--- config.mk ---
export PLATFORM = sky130hd
export DESIGN_NAME = sorted_row_range_finder_core
export DESIGN_NICKNAME = d
export VERILOG_FILES = /design/src/design/srrf_pkg.sv /design/src/design/srrf_ram.sv /design/src/design/sorted_row_range_finder_core.sv
export SDC_FILE = /design/constraint.sdc
export NUM_CORES = 1
export LEC_CHECK = 0
export ABC_AREA = 1
export BUFFER_PORTS_ARGS = -buffer_cell sky130_fd_sc_hd__buf_4
export CORE_ASPECT_RATIO = 1.2
export CORE_MARGIN = 2
export CORE_UTILIZATION = 57
export DETAILED_ROUTE_END_ITERATION = 7
export GPL_TIMING_DRIVEN = 1
export PLACE_DENSITY = 0.76
export SLEW_MARGIN = 15
export SYNTH_ARGS = -nofsm -noshare
export SYNTH_HDL_FRONTEND = slang
export SYNTH_SLANG_ARGS = --single-unit
--- constraint.sdc ---
create_clock -name clk -period 6.1 [get_ports clk]
set_input_delay 1.83 -clock clk [delete_from_list [all_inputs] [get_ports clk]]
set_output_delay 1.83 -clock clk [all_outputs]
set_load 0.02 [all_outputs]
--- src/design/srrf_pkg.sv ---
`timescale 1ns / 1ps
// ----------------------------------------------------------------------------
// srrf_pkg - sorted row range finder shared types
// Beat formats of the element and result channels, value width and the
// register map of the configuration port.
// ----------------------------------------------------------------------------
package srrf_pkg;

	localparam int VALUE_W    = 16;
	localparam int TAG_W      = 8;
	localparam int IDX_W      = 4;
	localparam int TOTAL_W    = 16;
	localparam int RESULT_CAP = 16;
	localparam int PADDR_W    = 3;

	localparam logic [PADDR_W-1:0] ADDR_RANGE_LOW  = 3'h0;
	localparam logic [PADDR_W-1:0] ADDR_RANGE_HIGH = 3'h4;

	localparam logic signed [VALUE_W-1:0] RANGE_LOW_RST  = 16'sd0;
	localparam logic signed [VALUE_W-1:0] RANGE_HIGH_RST = 16'sd5;

	typedef struct packed {
		logic signed [VALUE_W-1:0] element_value;
		logic [TAG_W-1:0]          row_tag;
		logic                      last_element;
	} elem_beat_t;

	typedef struct packed {
		logic [TAG_W-1:0]          result_row;
		logic [IDX_W-1:0]          found_index;
		logic signed [VALUE_W-1:0] found_value;
		logic                      none_found;
		logic [TOTAL_W-1:0]        total_found;
		logic                      last_result;
	} res_beat_t;

endpackage

--- src/design/srrf_ram.sv ---
`timescale 1ns / 1ps
// ----------------------------------------------------------------------------
// srrf_ram - generic simple dual port ram
// One write port and one read port, read data registered and held while
// no read is issued.
// ----------------------------------------------------------------------------
module srrf_ram #(
	parameter int WIDTH = 16,
	parameter int DEPTH = 16,
	localparam int AW = (DEPTH > 1) ? $clog2(DEPTH) : 1
) (
	input  logic             clk,
	input  logic             wr_en,
	input  logic [AW-1:0]    wr_addr,
	input  logic [WIDTH-1:0] wr_data,
	input  logic             rd_en,
	input  logic [AW-1:0]    rd_addr,
	output logic [WIDTH-1:0] rd_data
);

	logic [WIDTH-1:0] mem_q [DEPTH];

	always_ff @(posedge clk) begin
		if (wr_en) begin
			mem_q[wr_addr] <= wr_data;
		end
		if (rd_en) begin
			rd_data <= mem_q[rd_addr];
		end
	end

endmodule

--- src/design/sorted_row_range_finder_core.sv ---
`timescale 1ns / 1ps
// ----------------------------------------------------------------------------
// sorted_row_range_finder_core - range query over one sorted row
// Element beats (elem_valid/elem_ready) load an ascending row into a small
// ram, one beat per cycle while idle, nothing is returned for them. The beat with
// last_element set closes the row: a lower-bound binary search for the first
// value at or above range_low runs over the ram, the hit is grown left and
// right over neighbours inside [range_low, range_high], and one result beat
// is sent per element found (at most 16), else a single none-found beat.
// All steps share the one ram read port and one compare: each search step,
// growth step and result is a ram read state followed by a state that uses
// the read data, and the search takes at most ceil(log2(n+1)) steps. The next
// element beat is taken only after the last result beat is placed; elem_ready
// is low throughout. Result beats sit in an output register; a stall on
// res_ready holds the sequencer until the register frees; the last result of
// a row may still wait there while loading resumes. Range registers sit on
// the APB port at 0x0 and 0x4; the user must write them only while idle, the
// block does not enforce it. Reset (arst_n low) empties the row, clears the
// found count and sets the range to [0, 5]; no clearing pass is needed.
// ----------------------------------------------------------------------------
module sorted_row_range_finder_core
	import srrf_pkg::*;
#(
	parameter int ROW_DEPTH = 16
) (
	input  logic                 clk,
	input  logic                 arst_n,
	input  logic                 elem_valid,
	output logic                 elem_ready,
	input  elem_beat_t           elem,
	output logic                 res_valid,
	input  logic                 res_ready,
	output res_beat_t            res,
	input  logic                 psel,
	input  logic                 penable,
	input  logic                 pwrite,
	input  logic [PADDR_W-1:0]   paddr,
	input  logic [31:0]          pwdata,
	output logic [31:0]          prdata,
	output logic                 pready
);

	localparam int AW = (ROW_DEPTH > 1) ? $clog2(ROW_DEPTH) : 1;
	localparam int CW = $clog2(ROW_DEPTH + 1);
	localparam int KW = $clog2(RESULT_CAP);

	localparam logic [3:0] ST_IDLE = 4'd0;
	localparam logic [3:0] ST_BS   = 4'd1;
	localparam logic [3:0] ST_BSC  = 4'd2;
	localparam logic [3:0] ST_FIX  = 4'd3;
	localparam logic [3:0] ST_CHK  = 4'd4;
	localparam logic [3:0] ST_L    = 4'd5;
	localparam logic [3:0] ST_LC   = 4'd6;
	localparam logic [3:0] ST_R    = 4'd7;
	localparam logic [3:0] ST_RC   = 4'd8;
	localparam logic [3:0] ST_EM   = 4'd9;
	localparam logic [3:0] ST_EO   = 4'd10;

	logic [3:0]                state_q;
	logic [CW-1:0]             fill_q;
	logic [CW-1:0]             n_q;
	logic [TAG_W-1:0]          tag_q;
	logic signed [CW:0]        lo_q;
	logic signed [CW:0]        hi_q;
	logic signed [CW:0]        mid;
	logic signed [CW:0]        mid_q;
	logic [AW-1:0]             res_idx_q;
	logic                      res_hit_q;
	logic [AW-1:0]             left_q;
	logic [AW-1:0]             right_q;
	logic [AW-1:0]             k_q;
	logic [KW-1:0]             cnt_q;
	logic [TOTAL_W-1:0]        found_q;
	logic [TOTAL_W-1:0]        found_next;
	logic signed [VALUE_W-1:0] range_low_q;
	logic signed [VALUE_W-1:0] range_high_q;
	logic                      res_valid_q;
	res_beat_t                 res_q;

	logic                      elem_fire;
	logic                      store_en;
	logic [CW-1:0]             fill_inc;
	logic [CW-1:0]             n_m1;
	logic                      rd_en;
	logic [AW-1:0]             rd_addr;
	logic [VALUE_W-1:0]        rd_data;
	logic signed [VALUE_W-1:0] rd_val;
	logic                      rd_in_range;
	logic                      slot_free;
	logic                      last_hit;
	logic                      cfg_wr;

	// ---------------------------------------------------------------- apb
	assign pready = 1'b1;
	assign cfg_wr = psel && penable && pwrite;

	always_ff @(posedge clk or negedge arst_n) begin
		if (!arst_n) begin
			range_low_q  <= RANGE_LOW_RST;
			range_high_q <= RANGE_HIGH_RST;
		end else if (cfg_wr) begin
			case (paddr)
				ADDR_RANGE_LOW:  range_low_q  <= pwdata[VALUE_W-1:0];
				ADDR_RANGE_HIGH: range_high_q <= pwdata[VALUE_W-1:0];
				default: ;
			endcase
		end
	end

	always_comb begin
		case (paddr)
			ADDR_RANGE_LOW:  prdata = {{(32-VALUE_W){1'b0}}, range_low_q};
			ADDR_RANGE_HIGH: prdata = {{(32-VALUE_W){1'b0}}, range_high_q};
			default:         prdata = '0;
		endcase
	end

	// ---------------------------------------------------------------- row store
	assign elem_ready = (state_q == ST_IDLE);
	assign elem_fire  = elem_valid && elem_ready;
	assign store_en   = elem_fire && (fill_q < CW'(ROW_DEPTH));
	assign fill_inc   = fill_q + CW'(1);
	assign n_m1       = n_q - CW'(1);
	assign mid        = lo_q + ((hi_q - lo_q) >>> 1);

	always_comb begin
		rd_en   = 1'b0;
		rd_addr = k_q;
		case (state_q)
			ST_BS: begin
				rd_en   = (lo_q <= hi_q);
				rd_addr = mid[AW-1:0];
			end
			ST_FIX: begin
				rd_en   = 1'b1;
				rd_addr = res_hit_q ? res_idx_q : n_m1[AW-1:0];
			end
			ST_L: begin
				rd_en   = (left_q != '0);
				rd_addr = left_q - AW'(1);
			end
			ST_R: begin
				rd_en   = (CW'(right_q) < n_m1);
				rd_addr = right_q + AW'(1);
			end
			ST_EM: begin
				rd_en   = 1'b1;
				rd_addr = k_q;
			end
			default: ;
		endcase
	end

	srrf_ram #(
		.WIDTH (VALUE_W),
		.DEPTH (ROW_DEPTH)
	) u_row_ram (
		.clk     (clk),
		.wr_en   (store_en),
		.wr_addr (fill_q[AW-1:0]),
		.wr_data (elem.element_value),
		.rd_en   (rd_en),
		.rd_addr (rd_addr),
		.rd_data (rd_data)
	);

	assign rd_val      = $signed(rd_data);
	assign rd_in_range = (rd_val >= range_low_q) && (rd_val <= range_high_q);
	assign slot_free   = !res_valid_q || res_ready;
	assign last_hit    = (k_q == right_q) || (cnt_q == KW'(RESULT_CAP - 1));
	assign found_next  = (found_q != '1) ? found_q + TOTAL_W'(1) : found_q;

	// ---------------------------------------------------------------- sequencer
	always_ff @(posedge clk or negedge arst_n) begin
		if (!arst_n) begin
			state_q <= ST_IDLE;
			fill_q  <= '0;
			found_q <= '0;
		end else begin
			case (state_q)
				ST_IDLE: begin
					if (elem_fire && elem.last_element) begin
						n_q       <= store_en ? fill_inc : fill_q;
						fill_q    <= '0;
						tag_q     <= elem.row_tag;
						lo_q      <= '0;
						hi_q      <= $signed({1'b0, (store_en ? fill_inc : fill_q)})
							- (CW+1)'(1);
						res_hit_q <= 1'b0;
						state_q   <= ST_BS;
					end else if (store_en) begin
						fill_q <= fill_inc;
					end
				end
				ST_BS: begin
					mid_q   <= mid;
					state_q <= (lo_q <= hi_q) ? ST_BSC : ST_FIX;
				end
				ST_BSC: begin
					if (rd_val >= range_low_q) begin
						res_idx_q <= mid_q[AW-1:0];
						res_hit_q <= 1'b1;
						hi_q      <= mid_q - (CW+1)'(1);
					end else begin
						lo_q <= mid_q + (CW+1)'(1);
					end
					state_q <= ST_BS;
				end
				ST_FIX: begin
					left_q  <= res_hit_q ? res_idx_q : n_m1[AW-1:0];
					right_q <= res_hit_q ? res_idx_q : n_m1[AW-1:0];
					state_q <= ST_CHK;
				end
				ST_CHK: begin
					if (rd_in_range) begin
						state_q <= ST_L;
					end else if (slot_free) begin
						state_q <= ST_IDLE;
					end
				end
				ST_L: begin
					state_q <= (left_q != '0) ? ST_LC : ST_R;
				end
				ST_LC: begin
					if (rd_in_range) begin
						left_q  <= left_q - AW'(1);
						state_q <= ST_L;
					end else begin
						state_q <= ST_R;
					end
				end
				ST_R: begin
					k_q     <= left_q;
					cnt_q   <= '0;
					state_q <= (CW'(right_q) < n_m1) ? ST_RC : ST_EM;
				end
				ST_RC: begin
					if (rd_in_range) begin
						right_q <= right_q + AW'(1);
						state_q <= ST_R;
					end else begin
						state_q <= ST_EM;
					end
				end
				ST_EM: begin
					state_q <= ST_EO;
				end
				ST_EO: begin
					if (slot_free) begin
						found_q <= found_next;
						k_q     <= k_q + AW'(1);
						cnt_q   <= cnt_q + KW'(1);
						state_q <= last_hit ? ST_IDLE : ST_EM;
					end
				end
				default: state_q <= ST_IDLE;
			endcase
		end
	end

	// ---------------------------------------------------------------- result beat
	always_ff @(posedge clk or negedge arst_n) begin
		if (!arst_n) begin
			res_valid_q <= 1'b0;
		end else if ((state_q == ST_CHK && !rd_in_range && slot_free) ||
			(state_q == ST_EO && slot_free)) begin
			res_valid_q <= 1'b1;
		end else if (res_ready) begin
			res_valid_q <= 1'b0;
		end
	end

	always_ff @(posedge clk) begin
		if (state_q == ST_CHK && !rd_in_range && slot_free) begin
			res_q.result_row  <= tag_q;
			res_q.found_index <= '0;
			res_q.found_value <= '0;
			res_q.none_found  <= 1'b1;
			res_q.total_found <= found_q;
			res_q.last_result <= 1'b1;
		end else if (state_q == ST_EO && slot_free) begin
			res_q.result_row  <= tag_q;
			res_q.found_index <= IDX_W'(k_q);
			res_q.found_value <= rd_val;
			res_q.none_found  <= 1'b0;
			res_q.total_found <= found_next;
			res_q.last_result <= last_hit;
		end
	end

	assign res_valid = res_valid_q;
	assign res       = res_q;

	// ---------------------------------------------------------------- checks
	a_fill_bound: assert property (@(posedge clk) disable iff (!arst_n)
		fill_q <= CW'(ROW_DEPTH))
		else $error("row fill beyond depth");

	a_emit_window: assert property (@(posedge clk) disable iff (!arst_n)
		state_q == ST_EO |-> (k_q >= left_q) && (k_q <= right_q))
		else $error("emitted index outside grown range");

	a_none_is_last: assert property (@(posedge clk) disable iff (!arst_n)
		res_valid_q && res_q.none_found |-> res_q.last_result)
		else $error("none-found beat not last");

	a_found_nonzero: assert property (@(posedge clk) disable iff (!arst_n)
		res_valid_q && !res_q.none_found |-> res_q.total_found != '0)
		else $error("found beat with zero total");

	a_count_monotone: assert property (@(posedge clk) disable iff (!arst_n)
		1'b1 |=> found_q >= $past(found_q))
		else $error("found count went backwards");

endmodule
==> flow_metrics.tcl <==
set metrics [dict create \
    top_signal_layer_used "met4" \
    antenna_cells 0 \
    worst-setup-path-type "input pin to output port" \
    htree_levels 2 \
    finalHoldViolations 0 \
    async_flop_share 0.136 \
    cts_hold_buf 0 \
    min_delay_path_depth 2 \
    critical_path.reg2reg.startpoint "lo_q[0]$_SDFFCE_PN0P_" \
    clk-insertion-delay-late_ps 550 \
    layout.filler_cells 2685 \
    synthDominantAreaCellType "sky130_fd_sc_hd__edfxtp_1" \
    cts_root_buffer "sky130_fd_sc_hd__clkbuf_16" \
    count_of_mapped_cells_out_of_synthesis 2016 \
    number_of_global_route_vias_before_repair 14209 \
    slew_violations 0 \
    numPortBuffers 114 \
    worst_r2r_endpoint "u_row_ram.rd_data[9]$_DFFE_PP_" \
    cts_max_path_buffers 3 \
    yosys_register_bits 428 \
    tightest_slew_ps 1190 \
    met3_length_mm 3.94 \
    netlist_area_sq_mm 0.0205 \
    synth_sequential_area_ratio 0.602 \
    drt_drc_violations_left 0 \
    vdd_ir_drop_max_mv 0.393 \
    initial_utilization 0.575 \
    min_period_ps 4690 \
    max-slew-margin-rel 0.208 \
    synthDistinctLibCells 47 \
    final.setup.tns_ps 0 \
    critical-path-max-stage-delay_ps 320 \
    total_number_of_cells_along_the_worst_setup_path 5 \
    rsz0062_at_grt "false" \
    yosysMostFrequentCell "sky130_fd_sc_hd__nand2_1" \
    rows 76 \
    r2r.worst_path.cells 14 \
    required_ps 4270 \
    dr_total_vias 14627 \
    drv_cap 0 \
    post_synth.cell_area_avg_sq_um 10.2 \
    synth.top_cells.by_area "sky130_fd_sc_hd__edfxtp_1, sky130_fd_sc_hd__nand2_1, sky130_fd_sc_hd__dfrtp_1, sky130_fd_sc_hd__nand3_1, sky130_fd_sc_hd__inv_1" \
    cts-buffers-inserted 43 \
    cts_tree "yes" \
    fp.dieW_um 177 \
    initial_antenna_violation_count 0 \
    power_density_mw_per_mm2 507 \
    dp_hpwl_mm 29.9 \
    layout.nets 2243 \
    worstPathMaxFanout 17 \
    synth-edff-count 348 \
    area_fraction_of_the_dominant_cell_type_after_synthesis 0.510 \
    dr.pass1.iters 7 \
    hold_path_startpoint "res[17]$_SDFFE_PP1P_" \
    first_iter_violations 1263 \
    pin_count_of_the_biggest_net_entering_global_routing 98 \
    global_route.overflow_total 0 \
    r2r_setup_slk_ps 1940 \
    area_growth_pct 12.6 \
    cpMostUsedCell "sky130_fd_sc_hd__buf_4" \
    die-area_sq_mm 0.0375 \
    final_layout_size_suffix_gt1_frac 0.115 \
    setup_viols_final 0 \
    grt_first_pass_wirelength_mm 72.8 \
    dominant_delay_contributor_by_cell_family_on_the_critical_path "simple AND/OR/NAND/NOR gates" \
    final_cell_count_without_fillers 2618 \
    clock_skew_ps 13.5 \
    maxClockFrequency_ghz 0.213 \
    critPathCaptureType "output port" \
    die_height_um 212 \
    avgRoutedWirePerCell_um 18.0 \
    ant_nets 0 \
    synthesis_warning_total 0 \
    status "finished, final reports clean" \
    dpl.cell_count 2538 \
    grt_usage 0.253 \
    design.portCount 148 \
    clkTransAtPathRegs_ps 60 \
    core_ar_sq_mm 0.0357 \
    post-route-period-util 0.768 \
    start_kind "input pin" \
    cp.buffers_inverters 2 \
    wirelength_mm 47.1 \
    synth_top_cells_by_count "sky130_fd_sc_hd__nand2_1, sky130_fd_sc_hd__edfxtp_1, sky130_fd_sc_hd__inv_1, sky130_fd_sc_hd__nand3_1, sky130_fd_sc_hd__nand3b_1" \
    worstPathArrival_ps 2860 \
    quantity_of_gates_resized_following_cts 0 \
    whs_endpoint "res[17]$_SDFFE_PP1P_" \
    clkSinkCount 428 \
    avgViaCountPerCell 5.59 \
    met2RoutedLength_mm 23.2 \
    cts.repair_timing.setup_buffer_count 0 \
    routabilityCongestion 0.927 \
    cellLeakagePower_nw 9.88 \
    worst_path_max_delay_cell "sky130_fd_sc_hd__nand2_1" \
    wirelength_met1_mm 18.0 \
    ys_dominant_reg_cell "sky130_fd_sc_hd__edfxtp_1" \
    crit_chain "buf_4, nor2_1, nand2_1, o22ai_1, buf_4" \
    min-delay-path-class "register to register" \
]
## per-layer routing
| layer | vias to the layer above | track usage |
|---|---|---|
| li1 | 6963 | - |
| met1 | 6891 | 0.305 |
| met2 | 620 | 0.434 |
| met3 | 153 | 0.0494 |
| met4 | 0 | 0.121 |
| met5 | - | 0 |
## worst register-to-register path: cells and delay by family (launching register included)
kind                     cells  cell delay (ps)
flip-flops                   1              410
AO/OA/AOI/OAI                1              130
AND/OR/NAND/NOR              6              910
buffers and inverters        4             1470
adder cells (fa/ha/maj)      3              930
## worst max path at each step
stage / to / start / slack, ps
finish: prdata[9] / paddr[1] / 1410
global route: prdata[4] / paddr[1] / 1320
CTS: prdata[4] / paddr[1] / 1420
detailed placement: prdata[13] / paddr[1] / 1420
global placement: prdata[0] / paddr[1] / 1460
floorplan: prdata[10] / paddr[1] / 1580
## final cells by class
cell class | instances | area (sq um) | area share
flip-flops and latches | 428 | 12300 | 0.535
multi-input cells | 1192 | 6510 | 0.282
clock buffers | 61 | 1230 | 0.0531
inverters | 307 | 1150 | 0.0499
repair buffers | 143 | 1070 | 0.0465
well taps | 468 | 586 | 0.0254
clock inverters | 19 | 184 | 0.00797
## sequential cells by signal, indices dropped and copies added, names as in the netlist, 5 cells and up
signal	cells
u_row_ram.mem_q	256
res	46
tag_q	8
hi_q	6
lo_q	6
fill_q	5
u_row_ram.rd_data	16
n_q	5
range_low_q	16
mid_q	6
found_q	16
range_high_q	16
## cell families (layout without fill, tap and decap cells)
kind of cell / count (synthesis) / count (layout) / share of synthesized area
buf+inv: 411 / 530 / 0.0869
other cells: 2 / 17 / 0.000366
compound gates: 187 / 187 / 0.0509
flops: 428 / 428 / 0.602
simple gates: 901 / 901 / 0.210
fa+ha+maj: 61 / 61 / 0.0380
xor+xnor: 26 / 26 / 0.0111
## stage by stage
step                hold WS (ps)  utilization  worst slack, ps  power (W)  cell area (sq um)
floorplan                    478            -             1580    0.00763              20600
global placement             440        0.607             1460    0.00889              21700
detailed placement           456        0.607             1420    0.00907              21700
CTS                          466        0.647             1420     0.0117              23100
global route                 481        0.647             1320     0.0124              23100
finish                       461        0.647             1410     0.0117              23100
## placed cells by master (no fill, tap or decap), drive strengths merged, types with 9 or more instances in the layout
cell	instances
a21boi	9
a21oi	30
buf	143
clkbuf	61
clkinv	14
conb	17
dfrtp	56
dfxtp	22
edfxtp	348
ha	59
inv	308
nand2	396
nand3	266
nand3b	128
nand4	14
nor2	81
nor3	9
o211ai	10
o21ai	107
o22ai	18
xnor2	13
xor2	13
## power breakdown
part	internal, W	switching, W
Clock	0.00153	0.00106
Combinational	0.00155	0.00350
Sequential	0.00377	0.000279
Total	0.00685	0.00484
Power figures use the tool's default switching activity.
